[config.mk]
export PLATFORM = sky130hd
export DESIGN_NAME = route_transposition_cipher
export DESIGN_NICKNAME = d
export VERILOG_FILES = /design/src/hw/rtl/rtc_pkg.sv /design/src/hw/rtl/rtc_fifo.sv /design/src/hw/rtl/rtc_front.sv /design/src/hw/rtl/rtc_back.sv /design/src/hw/rtl/route_transposition_cipher.sv
export SDC_FILE = /design/constraint.sdc
export NUM_CORES = 1
export LEC_CHECK = 0
export BUFFER_PORTS_ARGS = -buffer_cell sky130_fd_sc_hd__buf_2
export CAP_MARGIN = 20
export CORE_MARGIN = 8
export CORE_UTILIZATION = 25
export DETAILED_ROUTE_END_ITERATION = 16
export PLACE_DENSITY_LB_ADDON = 0.12
export SLEW_MARGIN = 15
export SYNTH_ARGS = -nofsm -noshare
export SYNTH_HDL_FRONTEND = slang
export SYNTH_SLANG_ARGS = --single-unit
[constraint.sdc]
create_clock -name clk -period 10.15 [get_ports clk]
set_clock_uncertainty 0.05 [all_clocks]
set_input_delay 1.5225 -clock clk [delete_from_list [all_inputs] [get_ports clk]]
set_output_delay 1.5225 -clock clk [all_outputs]
set_load 0.01 [all_outputs]
[src/hw/rtl/rtc_pkg.sv]
// Shared types, constants and helpers of the route transposition cipher.
`default_nettype none

package rtc_pkg;

  localparam int MAX_DIM_DEF = 8;    // default grid side
  localparam int REG_W       = 4;    // width of the dimension and route registers
  localparam int CHAR_W      = 8;
  localparam int FILL_W      = 7;    // fill count as carried between front and back
  localparam int APB_DATA_W  = 32;
  localparam int APB_ADDR_W  = 4;
  localparam int BANKS       = 2;    // grid banks: one loading, one emitting
  localparam int CMD_DEPTH   = 2;
  localparam int OUT_DEPTH   = 4;

  localparam logic [CHAR_W-1:0] PAD_ENC = 8'h58;  // 'X'
  localparam logic [CHAR_W-1:0] PAD_DEC = 8'h2E;  // '.'
  localparam logic [CHAR_W-1:0] LOW_A   = 8'h61;
  localparam logic [CHAR_W-1:0] LOW_Z   = 8'h7A;
  localparam logic [CHAR_W-1:0] UP_A    = 8'h41;
  localparam logic [CHAR_W-1:0] UP_Z    = 8'h5A;
  localparam logic [CHAR_W-1:0] CASE_OFS = 8'h20;

  typedef enum logic [1:0] {
    REG_DIRECTION = 2'd0,
    REG_ROW_COUNT = 2'd1,
    REG_COL_COUNT = 2'd2,
    REG_ROUTE     = 2'd3
  } reg_idx_t;

  typedef enum logic {
    DIR_ENCRYPT = 1'b0,
    DIR_DECRYPT = 1'b1
  } dir_t;

  typedef enum logic {
    BK_IDLE = 1'b0,
    BK_RUN  = 1'b1
  } back_state_t;

  typedef struct packed {
    dir_t             direction;
    logic [REG_W-1:0] row_count;
    logic [REG_W-1:0] col_count;
    logic [REG_W-1:0] route;
  } cfg_t;

  // One grid ready for emission.
  typedef struct packed {
    logic              bank;
    cfg_t              cfg;
    logic [FILL_W-1:0] fill;
    logic              ovf;
  } cmd_t;

  typedef struct packed {
    logic [CHAR_W-1:0] ch;
    logic              last;
    logic              dropped;
  } out_item_t;

  // Map a dimension register onto 1..max_dim.
  function automatic logic [REG_W-1:0] clamp_dim(input logic [REG_W-1:0] v,
                                                 input logic [REG_W-1:0] max_dim);
    logic [REG_W-1:0] res;
    res = v;
    if (v == '0) res = REG_W'(1);
    else if (v > max_dim) res = max_dim;
    return res;
  endfunction

endpackage

`default_nettype wire

[src/hw/rtl/rtc_fifo.sv]
// Small register-based first-in first-out queue.
`default_nettype none

module rtc_fifo #(
  parameter int WIDTH = 8,
  parameter int DEPTH = 2
) (
  input  wire logic                       clk,
  input  wire logic                       rst_n,
  input  wire logic                       push,
  input  wire logic [WIDTH-1:0]           wdata,
  input  wire logic                       pop,
  output logic      [WIDTH-1:0]           rdata,
  output logic                            empty,
  output logic                            full,
  output logic      [$clog2(DEPTH):0]     count
);

  localparam int PTR_W = $clog2(DEPTH);

  logic [WIDTH-1:0] slot_r [DEPTH];
  logic [PTR_W:0]   wr_ptr_r, wr_ptr_nxt;
  logic [PTR_W:0]   rd_ptr_r, rd_ptr_nxt;
  logic             do_push, do_pop;

  assign count   = wr_ptr_r - rd_ptr_r;
  assign empty   = (count == '0);
  assign full    = (count == (PTR_W+1)'(DEPTH));
  assign do_push = push & ~full;
  assign do_pop  = pop & ~empty;
  assign rdata   = slot_r[rd_ptr_r[PTR_W-1:0]];

  always_comb begin
    wr_ptr_nxt = do_push ? wr_ptr_r + 1'b1 : wr_ptr_r;
    rd_ptr_nxt = do_pop  ? rd_ptr_r + 1'b1 : rd_ptr_r;
  end

  always_ff @(posedge clk) begin
    if (!rst_n) begin
      wr_ptr_r <= '0;
      rd_ptr_r <= '0;
    end else begin
      wr_ptr_r <= wr_ptr_nxt;
      rd_ptr_r <= rd_ptr_nxt;
    end
  end

  always_ff @(posedge clk) begin
    if (do_push) begin
      slot_r[wr_ptr_r[PTR_W-1:0]] <= wdata;
    end
  end

endmodule

`default_nettype wire

[src/hw/rtl/rtc_front.sv]
// Load side: filters message bytes, fills the grid bank and issues emit commands.
`default_nettype none

module rtc_front #(
  parameter int MAX_DIM = rtc_pkg::MAX_DIM_DEF
) (
  input  wire logic                          clk,
  input  wire logic                          rst_n,
  input  wire rtc_pkg::cfg_t                 cfg,
  input  wire logic                          push,
  input  wire logic [rtc_pkg::CHAR_W-1:0]    char_in,
  input  wire logic                          has_char,
  input  wire logic                          end_of_message,
  output logic                               full,
  output logic                               mem_we,
  output logic [$clog2(MAX_DIM*MAX_DIM):0]   mem_waddr,
  output logic [rtc_pkg::CHAR_W-1:0]         mem_wdata,
  output logic                               cmd_push,
  output rtc_pkg::cmd_t                      cmd,
  input  wire logic                          done
);

  localparam int CELLS  = MAX_DIM * MAX_DIM;
  localparam int DIM_W  = $clog2(MAX_DIM + 1);
  localparam int CELL_W = $clog2(CELLS);
  localparam int CNT_W  = $clog2(CELLS + 1);
  localparam int OUT_W  = $clog2(rtc_pkg::BANKS + 1);

  logic [CNT_W-1:0]           fill_r, fill_nxt, fill_inc;
  logic                       ovf_r, ovf_nxt, ovf_inc;
  logic                       bank_r, bank_nxt;
  logic [OUT_W-1:0]           pend_r, pend_nxt;
  logic                       accept, keep, room, store;
  logic [rtc_pkg::CHAR_W-1:0] ch_up;
  logic [rtc_pkg::REG_W-1:0]  rows_c, cols_c;
  logic [2*DIM_W-1:0]         rows_x, cols_x, cap_full;
  logic [CNT_W-1:0]           cap;

  assign full   = (pend_r == OUT_W'(rtc_pkg::BANKS));
  assign accept = push & ~full;

  // Uppercase and filter letters in encrypt mode; decrypt keeps every byte.
  always_comb begin
    ch_up = char_in;
    if (cfg.direction == rtc_pkg::DIR_ENCRYPT &&
        char_in >= rtc_pkg::LOW_A && char_in <= rtc_pkg::LOW_Z) begin
      ch_up = char_in - rtc_pkg::CASE_OFS;
    end
    keep = (cfg.direction == rtc_pkg::DIR_DECRYPT) ||
           (ch_up >= rtc_pkg::UP_A && ch_up <= rtc_pkg::UP_Z);
  end

  assign rows_c   = rtc_pkg::clamp_dim(cfg.row_count, rtc_pkg::REG_W'(MAX_DIM));
  assign cols_c   = rtc_pkg::clamp_dim(cfg.col_count, rtc_pkg::REG_W'(MAX_DIM));
  assign rows_x   = (2*DIM_W)'(rows_c[DIM_W-1:0]);
  assign cols_x   = (2*DIM_W)'(cols_c[DIM_W-1:0]);
  assign cap_full = rows_x * cols_x;
  assign cap      = cap_full[CNT_W-1:0];
  assign room     = (fill_r < cap);
  assign store    = accept & has_char & keep & room;

  assign mem_we    = store;
  assign mem_waddr = {bank_r, fill_r[CELL_W-1:0]};
  assign mem_wdata = ch_up;

  // Count and flag including this item's byte, as seen by the emit command.
  assign fill_inc = store ? fill_r + 1'b1 : fill_r;
  assign ovf_inc  = ovf_r | (accept & has_char & keep & ~room);

  assign cmd_push      = accept & end_of_message;
  assign cmd.bank      = bank_r;
  assign cmd.cfg       = cfg;
  assign cmd.fill      = rtc_pkg::FILL_W'(fill_inc);
  assign cmd.ovf       = ovf_inc;

  always_comb begin
    fill_nxt = fill_inc;
    ovf_nxt  = ovf_inc;
    bank_nxt = bank_r;
    if (cmd_push) begin
      fill_nxt = '0;
      ovf_nxt  = 1'b0;
      bank_nxt = ~bank_r;
    end
    case ({cmd_push, done})
      2'b10:   pend_nxt = pend_r + 1'b1;
      2'b01:   pend_nxt = pend_r - 1'b1;
      default: pend_nxt = pend_r;
    endcase
  end

  always_ff @(posedge clk) begin
    if (!rst_n) begin
      fill_r <= '0;
      ovf_r  <= 1'b0;
      bank_r <= 1'b0;
      pend_r <= '0;
    end else begin
      fill_r <= fill_nxt;
      ovf_r  <= ovf_nxt;
      bank_r <= bank_nxt;
      pend_r <= pend_nxt;
    end
  end

endmodule

`default_nettype wire

[src/hw/rtl/rtc_back.sv]
// Emit side: grid memory and the route walker that reads one cell per cycle while the result queue has room.
`default_nettype none

module rtc_back #(
  parameter int MAX_DIM   = rtc_pkg::MAX_DIM_DEF,
  parameter int OUT_DEPTH = rtc_pkg::OUT_DEPTH
) (
  input  wire logic                              clk,
  input  wire logic                              rst_n,
  input  wire logic                              cmd_empty,
  input  wire rtc_pkg::cmd_t                     cmd,
  output logic                                   cmd_pop,
  input  wire logic                              mem_we,
  input  wire logic [$clog2(MAX_DIM*MAX_DIM):0]  mem_waddr,
  input  wire logic [rtc_pkg::CHAR_W-1:0]        mem_wdata,
  input  wire logic [$clog2(OUT_DEPTH):0]        out_count,
  output logic                                   out_push,
  output rtc_pkg::out_item_t                     out_item,
  output logic                                   done
);

  localparam int CELLS     = MAX_DIM * MAX_DIM;
  localparam int DIM_W     = $clog2(MAX_DIM + 1);
  localparam int IDX_W     = $clog2(MAX_DIM);
  localparam int CELL_W    = $clog2(CELLS);
  localparam int CNT_W     = $clog2(CELLS + 1);
  localparam int MEM_DEPTH = 2 * (2 ** CELL_W);
  localparam int OC_W      = $clog2(OUT_DEPTH) + 1;
  localparam int PROD_W    = IDX_W + DIM_W;

  logic [rtc_pkg::CHAR_W-1:0] grid_mem_r [MEM_DEPTH];

  rtc_pkg::back_state_t state_r, state_nxt;

  // Per-grid settings, latched when a command is taken.
  logic                 bank_r, dec_r, fr_r, fb_r, bycols_r, serp_r, ovf_r;
  logic [DIM_W-1:0]     rows_r, cols_r;
  logic [IDX_W-1:0]     rm1_r, cm1_r, outer_m1_r, inner_m1_r;
  logic [CNT_W-1:0]     fill_r;
  logic [IDX_W-1:0]     i_r, j_r, i_nxt, j_nxt;

  // Read stage.
  logic                       rd_valid_r;
  logic [rtc_pkg::CHAR_W-1:0] rd_data_r, padc_r;
  logic                       pad_r, last_r, drop_r;

  logic                      credit, issue, last_cell;
  logic [rtc_pkg::REG_W-1:0] rows_c, cols_c;
  logic [DIM_W-1:0]          rows_d, cols_d;
  logic [IDX_W-1:0]          rm1_c, cm1_c, llm1;
  logic [IDX_W-1:0]          e_p, e_row, e_col, d_line, d_p0, d_p;
  logic [IDX_W-1:0]          hi, lo;
  logic [DIM_W-1:0]          mult;
  logic [PROD_W-1:0]         prod;
  logic [CELL_W-1:0]         addr;

  // Leave room in the result queue for the read already in flight.
  assign credit    = ({1'b0, out_count} + (OC_W+1)'(rd_valid_r)) < (OC_W+1)'(OUT_DEPTH);
  assign last_cell = (i_r == outer_m1_r) && (j_r == inner_m1_r);

  always_comb begin
    state_nxt = state_r;
    unique case (state_r)
      rtc_pkg::BK_IDLE: if (!cmd_empty) state_nxt = rtc_pkg::BK_RUN;
      rtc_pkg::BK_RUN:  if (credit && last_cell) state_nxt = rtc_pkg::BK_IDLE;
      default:          state_nxt = rtc_pkg::BK_IDLE;
    endcase
  end

  always_comb begin
    cmd_pop = 1'b0;
    issue   = 1'b0;
    unique case (state_r)
      rtc_pkg::BK_IDLE: cmd_pop = ~cmd_empty;
      rtc_pkg::BK_RUN:  issue   = credit;
      default: begin
        cmd_pop = 1'b0;
        issue   = 1'b0;
      end
    endcase
  end

  assign done = issue & last_cell;

  // Decode the command's geometry.
  assign rows_c = rtc_pkg::clamp_dim(cmd.cfg.row_count, rtc_pkg::REG_W'(MAX_DIM));
  assign cols_c = rtc_pkg::clamp_dim(cmd.cfg.col_count, rtc_pkg::REG_W'(MAX_DIM));
  assign rows_d = rows_c[DIM_W-1:0];
  assign cols_d = cols_c[DIM_W-1:0];
  assign rm1_c  = IDX_W'(rows_d - 1'b1);
  assign cm1_c  = IDX_W'(cols_d - 1'b1);

  // Cell address of the current step. Encrypt walks the route and reads the
  // cell it lands on; decrypt walks rows and reads the byte whose route step
  // lands here.
  always_comb begin
    llm1 = bycols_r ? rm1_r : cm1_r;

    e_p = (serp_r && i_r[0]) ? llm1 - j_r : j_r;
    if (bycols_r) begin
      e_row = fb_r ? rm1_r - e_p : e_p;
      e_col = fr_r ? cm1_r - i_r : i_r;
    end else begin
      e_row = fb_r ? rm1_r - i_r : i_r;
      e_col = fr_r ? cm1_r - e_p : e_p;
    end

    if (bycols_r) begin
      d_line = fr_r ? cm1_r - j_r : j_r;
      d_p0   = fb_r ? rm1_r - i_r : i_r;
    end else begin
      d_line = fb_r ? rm1_r - i_r : i_r;
      d_p0   = fr_r ? cm1_r - j_r : j_r;
    end
    d_p = (serp_r && d_line[0]) ? llm1 - d_p0 : d_p0;

    if (dec_r) begin
      hi   = d_line;
      lo   = d_p;
      mult = bycols_r ? rows_r : cols_r;
    end else begin
      hi   = e_row;
      lo   = e_col;
      mult = cols_r;
    end
  end

  assign prod = PROD_W'(hi) * PROD_W'(mult) + PROD_W'(lo);
  assign addr = prod[CELL_W-1:0];

  always_comb begin
    i_nxt = i_r;
    j_nxt = j_r;
    if (cmd_pop) begin
      i_nxt = '0;
      j_nxt = '0;
    end else if (issue) begin
      if (j_r == inner_m1_r) begin
        j_nxt = '0;
        i_nxt = i_r + 1'b1;
      end else begin
        j_nxt = j_r + 1'b1;
      end
    end
  end

  always_ff @(posedge clk) begin
    if (!rst_n) begin
      state_r    <= rtc_pkg::BK_IDLE;
      rd_valid_r <= 1'b0;
      i_r        <= '0;
      j_r        <= '0;
    end else begin
      state_r    <= state_nxt;
      rd_valid_r <= issue;
      i_r        <= i_nxt;
      j_r        <= j_nxt;
    end
  end

  // Latch the grid settings.
  always_ff @(posedge clk) begin
    if (cmd_pop) begin
      bank_r   <= cmd.bank;
      dec_r    <= (cmd.cfg.direction == rtc_pkg::DIR_DECRYPT);
      fb_r     <= cmd.cfg.route[3];
      fr_r     <= cmd.cfg.route[3] ^ cmd.cfg.route[2];
      bycols_r <= cmd.cfg.route[1];
      serp_r   <= cmd.cfg.route[0];
      rows_r   <= rows_d;
      cols_r   <= cols_d;
      rm1_r    <= rm1_c;
      cm1_r    <= cm1_c;
      fill_r   <= cmd.fill[CNT_W-1:0];
      ovf_r    <= cmd.ovf;
      if (cmd.cfg.direction == rtc_pkg::DIR_ENCRYPT && cmd.cfg.route[1]) begin
        outer_m1_r <= cm1_c;
        inner_m1_r <= rm1_c;
      end else begin
        outer_m1_r <= rm1_c;
        inner_m1_r <= cm1_c;
      end
    end
  end

  always_ff @(posedge clk) begin
    if (mem_we) begin
      grid_mem_r[mem_waddr] <= mem_wdata;
    end
  end

  always_ff @(posedge clk) begin
    if (issue) begin
      rd_data_r <= grid_mem_r[{bank_r, addr}];
      pad_r     <= !(CNT_W'(addr) < fill_r);
      padc_r    <= dec_r ? rtc_pkg::PAD_DEC : rtc_pkg::PAD_ENC;
      last_r    <= last_cell;
      drop_r    <= ovf_r;
    end
  end

  assign out_push         = rd_valid_r;
  assign out_item.ch      = pad_r ? padc_r : rd_data_r;
  assign out_item.last    = last_r;
  assign out_item.dropped = drop_r;

`ifndef SYNTHESIS
  // The bank being emitted is never the bank being loaded.
  a_bank_apart: assert property (@(posedge clk) disable iff (!rst_n)
    (issue && mem_we) |-> (mem_waddr[CELL_W] != bank_r))
    else $error("grid write hit the bank under emission");

  // A read is only issued with room left in the result queue.
  a_credit: assert property (@(posedge clk) disable iff (!rst_n)
    issue |-> ({1'b0, out_count} < (OC_W+1)'(OUT_DEPTH)))
    else $error("read issued without result queue space");
`endif

endmodule

`default_nettype wire

[src/hw/rtl/route_transposition_cipher.sv]
// Top level of the route transposition cipher: config registers and block wiring.
`default_nettype none

// Route transposition cipher. Bytes pushed on the in_ side load one message
// into a grid of row_count x col_count cells (at most MAX_DIM x MAX_DIM), one
// beat per cycle while full is low, each byte written straight into the grid
// memory. An item with end_of_message set (with or without a byte) closes the
// message; the grid is then emitted on the out_ side, row_count*col_count beats,
// one cell per cycle as long as pop keeps up, with out_last_out on the final
// beat. The emission rate is set by the single read port of the grid memory.
// With the emitter free, the first result shows on the out_ ports after
// passing through the command queue, the settings latch, the read stage and
// the result queue. Encrypt mode keeps letters only, uppercases them, fills
// row by row, pads with 'X' and emits along the selected route; decrypt mode
// places raw bytes along the route, pads with '.' and emits row by row. Bytes
// beyond the grid are dropped and reported on out_dropped for every beat of
// that grid. The grid memory has two banks, so the next message loads while
// the previous one is still being emitted; full rises only while one grid is
// still being emitted and a second closed grid waits behind it. Program
// the registers (direction, row_count, col_count, route at byte addresses 0,
// 4, 8, 12) only while the block is idle.
module route_transposition_cipher #(
  parameter int MAX_DIM = rtc_pkg::MAX_DIM_DEF
) (
  input  wire logic                              clk,
  input  wire logic                              rst_n,
  // configuration port
  input  wire logic                              psel,
  input  wire logic                              penable,
  input  wire logic                              pwrite,
  input  wire logic [rtc_pkg::APB_ADDR_W-1:0]    paddr,
  input  wire logic [rtc_pkg::APB_DATA_W-1:0]    pwdata,
  output logic      [rtc_pkg::APB_DATA_W-1:0]    prdata,
  output logic                                   pready,
  // message input
  input  wire logic                              push,
  output logic                                   full,
  input  wire logic [rtc_pkg::CHAR_W-1:0]        in_char_in,
  input  wire logic                              in_has_char,
  input  wire logic                              in_end_of_message,
  // grid output
  output logic                                   empty,
  input  wire logic                              pop,
  output logic      [rtc_pkg::CHAR_W-1:0]        out_char_out,
  output logic                                   out_last_out,
  output logic                                   out_dropped
);

  localparam int CELL_W = $clog2(MAX_DIM * MAX_DIM);
  localparam int CMD_W  = $bits(rtc_pkg::cmd_t);
  localparam int ITEM_W = $bits(rtc_pkg::out_item_t);

  rtc_pkg::cfg_t       cfg_r, cfg_nxt;
  rtc_pkg::reg_idx_t   reg_idx;
  logic                cfg_wr;

  logic                        mem_we;
  logic [CELL_W:0]             mem_waddr;
  logic [rtc_pkg::CHAR_W-1:0]  mem_wdata;
  logic                        cmd_push, cmd_pop, cmd_empty, cmd_full;
  logic [$clog2(rtc_pkg::CMD_DEPTH):0] cmd_count;
  rtc_pkg::cmd_t               cmd_in, cmd_out;
  logic [CMD_W-1:0]            cmd_out_bits;
  logic                        done;
  logic                        out_push, out_full;
  logic [$clog2(rtc_pkg::OUT_DEPTH):0] out_count;
  rtc_pkg::out_item_t          item_in, item_out;
  logic [ITEM_W-1:0]           item_out_bits;

  // Register port: writes land in the access phase, no wait states.
  assign pready  = 1'b1;
  assign reg_idx = rtc_pkg::reg_idx_t'(paddr[rtc_pkg::APB_ADDR_W-1:2]);
  assign cfg_wr  = psel & penable & pwrite & pready;

  always_comb begin
    cfg_nxt = cfg_r;
    if (cfg_wr) begin
      unique case (reg_idx)
        rtc_pkg::REG_DIRECTION: cfg_nxt.direction = rtc_pkg::dir_t'(pwdata[0]);
        rtc_pkg::REG_ROW_COUNT: cfg_nxt.row_count = pwdata[rtc_pkg::REG_W-1:0];
        rtc_pkg::REG_COL_COUNT: cfg_nxt.col_count = pwdata[rtc_pkg::REG_W-1:0];
        rtc_pkg::REG_ROUTE:     cfg_nxt.route     = pwdata[rtc_pkg::REG_W-1:0];
        default:                cfg_nxt           = cfg_r;
      endcase
    end
  end

  always_comb begin
    unique case (reg_idx)
      rtc_pkg::REG_DIRECTION: prdata = rtc_pkg::APB_DATA_W'(cfg_r.direction);
      rtc_pkg::REG_ROW_COUNT: prdata = rtc_pkg::APB_DATA_W'(cfg_r.row_count);
      rtc_pkg::REG_COL_COUNT: prdata = rtc_pkg::APB_DATA_W'(cfg_r.col_count);
      rtc_pkg::REG_ROUTE:     prdata = rtc_pkg::APB_DATA_W'(cfg_r.route);
      default:                prdata = '0;
    endcase
  end

  always_ff @(posedge clk) begin
    if (!rst_n) begin
      cfg_r.direction <= rtc_pkg::DIR_ENCRYPT;
      cfg_r.row_count <= rtc_pkg::REG_W'(MAX_DIM);
      cfg_r.col_count <= rtc_pkg::REG_W'(MAX_DIM);
      cfg_r.route     <= '0;
    end else begin
      cfg_r <= cfg_nxt;
    end
  end

  // Load side: filter, store into the open bank, close the grid on the end item.
  rtc_front #(
    .MAX_DIM (MAX_DIM)
  ) u_front (
    .clk            (clk),
    .rst_n          (rst_n),
    .cfg            (cfg_r),
    .push           (push),
    .char_in        (in_char_in),
    .has_char       (in_has_char),
    .end_of_message (in_end_of_message),
    .full           (full),
    .mem_we         (mem_we),
    .mem_waddr      (mem_waddr),
    .mem_wdata      (mem_wdata),
    .cmd_push       (cmd_push),
    .cmd            (cmd_in),
    .done           (done)
  );

  // Closed grids wait here for the emitter.
  rtc_fifo #(
    .WIDTH (CMD_W),
    .DEPTH (rtc_pkg::CMD_DEPTH)
  ) u_cmd_q (
    .clk   (clk),
    .rst_n (rst_n),
    .push  (cmd_push),
    .wdata (cmd_in),
    .pop   (cmd_pop),
    .rdata (cmd_out_bits),
    .empty (cmd_empty),
    .full  (cmd_full),
    .count (cmd_count)
  );

  assign cmd_out = rtc_pkg::cmd_t'(cmd_out_bits);

  // Emit side: walk the grid and read one cell per cycle while the result queue has room.
  rtc_back #(
    .MAX_DIM   (MAX_DIM),
    .OUT_DEPTH (rtc_pkg::OUT_DEPTH)
  ) u_back (
    .clk       (clk),
    .rst_n     (rst_n),
    .cmd_empty (cmd_empty),
    .cmd       (cmd_out),
    .cmd_pop   (cmd_pop),
    .mem_we    (mem_we),
    .mem_waddr (mem_waddr),
    .mem_wdata (mem_wdata),
    .out_count (out_count),
    .out_push  (out_push),
    .out_item  (item_in),
    .done      (done)
  );

  // Result queue decouples pop from the memory read pipeline.
  rtc_fifo #(
    .WIDTH (ITEM_W),
    .DEPTH (rtc_pkg::OUT_DEPTH)
  ) u_out_q (
    .clk   (clk),
    .rst_n (rst_n),
    .push  (out_push),
    .wdata (item_in),
    .pop   (pop),
    .rdata (item_out_bits),
    .empty (empty),
    .full  (out_full),
    .count (out_count)
  );

  assign item_out     = rtc_pkg::out_item_t'(item_out_bits);
  assign out_char_out = item_out.ch;
  assign out_last_out = item_out.last;
  assign out_dropped  = item_out.dropped;

`ifndef SYNTHESIS
  // Both banks busy means at least one closed grid still waits in the queue.
  a_full_has_cmd: assert property (@(posedge clk) disable iff (!rst_n)
    full |-> (cmd_count != '0))
    else $error("input stalled with no grid waiting");

  // Command queue never overflows.
  a_cmd_no_ovf: assert property (@(posedge clk) disable iff (!rst_n)
    !(cmd_push && cmd_full))
    else $error("command pushed into full queue");

  // Result queue never overflows.
  a_out_no_ovf: assert property (@(posedge clk) disable iff (!rst_n)
    !(out_push && out_full))
    else $error("result pushed into full queue");
`endif

endmodule

`default_nettype wire
### Yosys cells after proc, flatten, opt, wreduce, memory -nomap -nowiden

Memory sizes are Yosys's and may differ from the RTL's. A register that Yosys moved wholly into a read port is not among the register bits.
Cells that the tools add are included.

| storage, ports and cells | value |
|---|---|
| register bits after elaboration | 87 |
| RAM bits | 1108 |
| bits of input ports | 53 |
| output and inout port bits | 45 |
| word-level logic and storage cells | 182 |
| memories | 3 |

Memories:

| memory | words | bits a word | read ports | clocked after memory_dff | write ports | RTL line | source |
|---|---|---|---|---|---|---|---|
| u_back.grid_mem_r | 128 | 8 | 1 | 1 | 1 | rtc_back.sv:31 | `logic [rtc_pkg::CHAR_W-1:0] grid_mem_r [MEM_DEPTH];` |
| u_cmd_q.slot_r | 2 | 22 | 1 | 1 | 1 | rtc_fifo.sv:21 | `logic [WIDTH-1:0] slot_r [DEPTH];` |
| u_out_q.slot_r | 4 | 10 | 1 | 1 | 1 | rtc_fifo.sv:21 |  |

| cells by class | value |
|---|---|
| add/subtract/negate cells | 23 |
| $mul | 2 |
| $lt $le $gt $ge | 11 |
| equality and inequality tests | 10 |
| muxes and demuxes | 48 |
| bitwise gates (word level) | 26 |
| reduce and logical (&&, ||, !) cells | 25 |

Operators by type and width:

| kind | count |
|---|---|
| $pmux 32 s4 | 1 |
| $mux 3 | 17 |
| $mux 4 | 10 |
| $sub 3x3->3 | 8 |
| $ge 8x7->1 const B | 2 |
| $gt 4x4->1 const B | 4 |
| $le 8x7->1 const B | 2 |
| $logic_not 4->1 | 4 |
| $mux 8 | 2 |
| $mux 7 | 2 |
| $and 1x1->1 | 13 |
| $add 3x1->3 const B | 4 |
| $mux 1 | 12 |
| $not 1->1 | 11 |
| $eq 2x2->1 const B | 5 |
| $reduce_and 2->1 | 5 |
| $logic_and 1x1->1 | 8 |
| $sub 8x6->8 const B | 1 |
| $add 7x1->7 const B | 1 |
| $lt 6x7->1 | 1 |
| $lt 7x7->1 | 1 |
| $mul 4x4->7 | 1 |
| $add 2x1->2 const B | 3 |
| $add 6x3->6 | 1 |
| 20 further kinds | 26 |

### Logic depth before layout (Yosys ltp)

| logic depth | value |
|---|---|
| depth in word-level cells | 11 |
| depth in mapped cells | 27 |
| depth with buffers taken out | 24 |

### Hierarchy

From an unflattened synthesis, not the netlist that was laid out.

| unflattened totals | value |
|---|---|
| cell total of the unflattened synthesis | 2700 |
| area total of the unflattened synthesis | 49493.7 um^2 |

By module, submodules not included:

| module | instances | cells an instance | area each (um^2) | sequential area each (um^2) |
|---|---|---|---|---|
| rtc_back | 1 | 2200 | 43208.9 | 32321.0 |
| rtc_fifo at u_out_q | 1 | 109 | 1950.6 | 1361.3 |
| rtc_fifo at u_cmd_q | 1 | 107 | 1913.1 | 1421.4 |
| rtc_front | 1 | 191 | 1556.5 | 220.2 |
| route_transposition_cipher | 1 | 93 | 864.6 | 260.2 |

### Worst setup path after synthesis

Ideal clock, no wire load.

| timing | value |
|---|---|
| kind | register to register |
| start point | reg u_back.bycols_r |
| end point | reg u_back.pad_r, data pin |
| setup time | 0.254 ns |
| arrival | 6.713 ns |
| data required time | 9.846 ns |
| setup slack | 3.133 ns |
| cell stages (with the launch flop) | 27 |
| path buffers | 4 |
| clock period less this slack | 7.017 ns |
| cell sequence | edfxtp_1 -> buf_6 -> clkbuf_1 -> mux2i_1 -> ha_1 -> inv_1 -> fa_1 -> mux2_2 -> fa_1 -> xor2_1 -> nand2_1 -> xor3_1 -> a211o_1 -> or2_2 -> fa_1 -> inv_1 -> fa_1 -> fa_1 -> xnor2_2 -> clkinv_1 -> clkbuf_1 -> clkbuf_1 -> ha_1 -> a21o_1 -> a21o_1 -> a21oi_1 -> nor2_1 |

| on the way | value |
|---|---|
| longest elaborated chain between the ends | 11 |
| elaborated cells on any way between the ends | 22 |
| those cells by class | 5 x add/sub; 1 x mul; 1 x order compare; 13 x mux; 2 x reduce/logical |

RTL lines:

| what | RTL line | source |
|---|---|---|
| from (decl) | rtc_back.sv:36 | `logic bank_r, dec_r, fr_r, fb_r, bycols_r, serp_r, ovf_r;` |
| from (signal assigned) | rtc_back.sv:168 | `bycols_r <= cmd.cfg.route[1];` |
| $mux 3 | rtc_back.sv:97 | `llm1 = bycols_r ? rm1_r : cm1_r;` |
| $sub 3x3->3 | rtc_back.sv:99 | `e_p = (serp_r && i_r[0]) ? llm1 - j_r : j_r;` |
| $mux 3 | rtc_back.sv:99 |  |
| $sub 3x3->3 | rtc_back.sv:101 | `e_row = fb_r ? rm1_r - e_p : e_p;` |
| $mux 3 | rtc_back.sv:101 |  |
| $mux 3 | rtc_back.sv:100 | `if (bycols_r) begin` |
| $mux 3 | rtc_back.sv:117 | `if (dec_r) begin` |
| $mul 3x4->6 | rtc_back.sv:128 | `assign prod = PROD_W'(hi) * PROD_W'(mult) + PROD_W'(lo);` |
| $add 6x3->6 (*) | rtc_back.sv:128 |  |
| $lt 6x7->1 (*) | rtc_back.sv:195 | `pad_r <= !(CNT_W'(addr) < fill_r);` |
| $logic_not 1->1 (*) | rtc_back.sv:195 |  |
| to (signal assigned) | rtc_back.sv:195 |  |
| to (decl) | rtc_back.sv:45 | `logic pad_r, last_r, drop_r;` |

Every way passes the cells marked *; elsewhere a longest branch is shown, timed or not.
A chain may end at the register's enable or synchronous reset.

### Worst setup path in the final report

| timing | value |
|---|---|
| start point | reg u_back.bycols_r |
| end point | reg u_back.rd_data_r[7] in the netlist's numbering (read register of u_back.grid_mem_r), data pin |

| on the way | value |
|---|---|
| longest elaborated chain between the ends | 9 |
| elaborated cells on any way between the ends | 20 |
| those cells by class | 5 x add/sub; 1 x mul; 13 x mux; 1 x reduce/logical |

RTL lines:

| what | RTL line | source |
|---|---|---|
| $mux 3 | rtc_back.sv:97 |  |
| $sub 3x3->3 | rtc_back.sv:99 |  |
| $mux 3 | rtc_back.sv:99 |  |
| $sub 3x3->3 | rtc_back.sv:101 |  |
| $mux 3 | rtc_back.sv:101 |  |
| $mux 3 | rtc_back.sv:100 |  |
| $mux 3 | rtc_back.sv:117 |  |
| $mul 3x4->6 | rtc_back.sv:128 |  |
| $add 6x3->6 (*) | rtc_back.sv:128 |  |
| to (decl) | rtc_back.sv:44 | `logic [rtc_pkg::CHAR_W-1:0] rd_data_r, padc_r;` |

Marked as above.

==> results.cfg <==
[floorplan]
die_area_um2 = 209000
initial_core_util_pct = 25.1
die_x_um = 458
core_um2 = 194000
rows = 162
die_h_um = 458
ios = 98

[timing]
clock.fmax_ghz = 0.114
grt_setup_unrepaired = no
hold_violations = 0
setup_viol = 0
drv_slew = 0
finalCritPeriodShare_pct = 86.7
max_slew.worst_pin.slew_ns = 1.09
fin_crit_ns = 8.81
relSlewSlack_pct = 25.4
layout_setup_ws_ns = 1.34
fin_tns_setup_ns = 0

[hold_path]
hold_depth = 0
min_path_type = flip-flop to flip-flop

[logic_synthesis]
synth.most_common_cell = edfxtp_1
synth_top_area_share_pct = 71.2
synth_area_leader_cell = edfxtp_1
synth.top_cells.by_area = edfxtp_1, mux4_2, dfxtp_1
async_flop_share_pct = 0
syn_inst = 2638
ys_ff_latch = 1200
ys.flop_type = edfxtp_1
seq_area_frac_synth_pct = 73.0
avgSynthCellArea_um2 = 18.5
synth-edff-count = 1155
synth_cell_type_count = 68
yosys_warnings = 0
synth_area_um2 = 48700
synth_common_cells = edfxtp_1, mux4_2, nor2_1

[setup_path]
cp_cell_sequence = inv_1, a21boi_0, inv_1, fa_1, mux2_2, fa_1, xor2_1, nand2_1, xor3_1, a211o_1, or2_2, fa_1, inv_1, fa_1, fa_2, inv_1, nor2_1, nand2_1, o22ai_1, nor4_1, o2111ai_1, o31ai_1
crit_arrival_ns = 9.33
start_kind = flip-flop
crit_buf_inv = 4
r2r.worst_path.cells = 22
critPathMaxFanout = 16
crit_family = adder cells
path_class = flip-flop to flip-flop
cp_slowest_stage_delay_ns = 0.87
endpoint_kind = flip-flop
cp.depth = 22
worstPathRequired_ns = 10.68
cp_slowest_cell = nor4_1

[routing]
avgRoutedWirePerCell_um = 25.2
dr_total_vias = 24500
antenna_left = 0
drc_errors = 0
first_pass_iters = 5
via_per_inst = 4.55
finalWirelength_um = 136000
drt_iter0_drc = 1661

[placed_design]
placed_cells = 5149
dp_slack_ns = 1.39
port-buffer-count = 38
gp_congestion = 0.765
hpwl_um = 84900

[job]
cap_viol_max_count = 0

[clocking]
cts_sinks = 1200
cts_setup_buffers = 0
insertion_delay_ns = 0.77
clkTransAtPathRegs_ns = 0.06
cts_made_buffers = 139
cts_resized = 0
cts-root-buf = clkbuf_16
ctsHoldBuffers = 0
htree_num_levels = 4
tritoncts = done
cts.path.max_buffers = 3

[global_routing]
use_met3_pct = 2.23
track_usage_pct = 12.8
grt_max_degree = 86
grt_use_met1_pct = 17.4
antenna_found_initial = 5
grt_pass1_wl_um = 195000
busiest_layer = met2
grt_pass1_vias = 26200
grt_overflow = 0
groute.layer.met2.usage_pct = 21.3

[finish]
fillers = 19000
post-route-util_pct = 29.0
post_route_cells_drive_above_1_share_pct = 20.8
antenna_cells = 0
final_cells = 5389
nets = 2869
synthToLayoutAreaGrowth_pct = 15.6

[run_status]
status = finished clean
[layout make-up]
type	instances	area, µm²	area share (%)
multi-input combinational	1246	12300	21.9
clock buffer	172	3670	6.51
sequential	1200	35600	63.1
clock inverter	68	634	1.13
timing repair buffer	93	716	1.27
inverter	68	256	0.455
tap	2542	3180	5.64
[per-layer routing]
layer	routed length (µm)	vias up	share of wire, %
met5	0	-	0
met4	2400	0	1.8
met3	6300	156	4.6
met2	66000	538	49
met1	61300	13100	45
li1	-	10700	-
[sequential cells by signal (all words and copies together) (netlist names), 4 cells and up, named ones only]
register,count
u_back.fill_r,7
u_back.rows_r,4
u_cmd_q.slot_r,44
u_out_q.slot_r,40
u_back.grid_mem_r,1024
u_front.fill_r,7
u_back.cols_r,4
cfg_r,13
u_back.rd_data_r,8
[worst paths after layout]
check | slack (ns) | start | endpoint
worst min-delay path | 0.44 | u_back.ovf_r | u_back.drop_r
worst max-delay path | 1.34 | u_back.bycols_r | u_back.rd_data_r[7]
worst min register to register | 0.44 | u_back.ovf_r | u_back.drop_r
worst max register to register | 1.34 | u_back.bycols_r | u_back.rd_data_r[7]
[cell families after synthesis]
group	count (synthesis)	share of synthesized area (%)
adders and majority gates	68	1.99
AOI/OAI and AO/OA	187	2.72
xor gates and xnor gates	53	1.01
muxes	357	13.9
buffers and inverters	219	2.16
and+or+nand+nor	552	5.14
other	2	0.0154
DFF	1200	73.0
[metrics by stage]
step | hold slack [ns] | instance area, µm²
2_1_floorplan | 0.350 | 48800
5_1_grt | 0.481 | 56400
6_report | 0.444 | 56400
4_1_cts | 0.470 | 56400
3_5_place_dp | 0.454 | 52100
3_3_place_gp | 0.425 | 52000
[worst reg2reg max path: stages (launching register included)]
cell and delay [ns]:
edfxtp_1 0.71, inv_1 0.31, a21boi_0 0.40, inv_1 0.11, fa_1 0.46, mux2_2 0.33, fa_1 0.40, xor2_1 0.15
nand2_1 0.09, xor3_1 0.43, a211o_1 0.36, or2_2 0.32, fa_1 0.48, inv_1 0.05, fa_1 0.55, fa_2 0.50
inv_1 0.58, nor2_1 0.28, nand2_1 0.52, o22ai_1 0.21, nor4_1 0.87, o2111ai_1 0.31, o31ai_1 0.16
[cells in the final DEF (no fill, tap or decap), types with 46 or more instances in the layout]
cell	Yosys	routed
buf_4	42	52
clkbuf_16	0	142
edfxtp_1	1155	1155
ha_1	52	50
inv_1	67	67
mux2i_1	78	78
mux4_2	255	255
nand2_1	155	153
nand3_1	64	64
nor2_1	191	189
nor2b_1	46	46
Power is not shown: default switching activity piles up to over one toggle a cycle in this logic, so the estimate is an artifact.
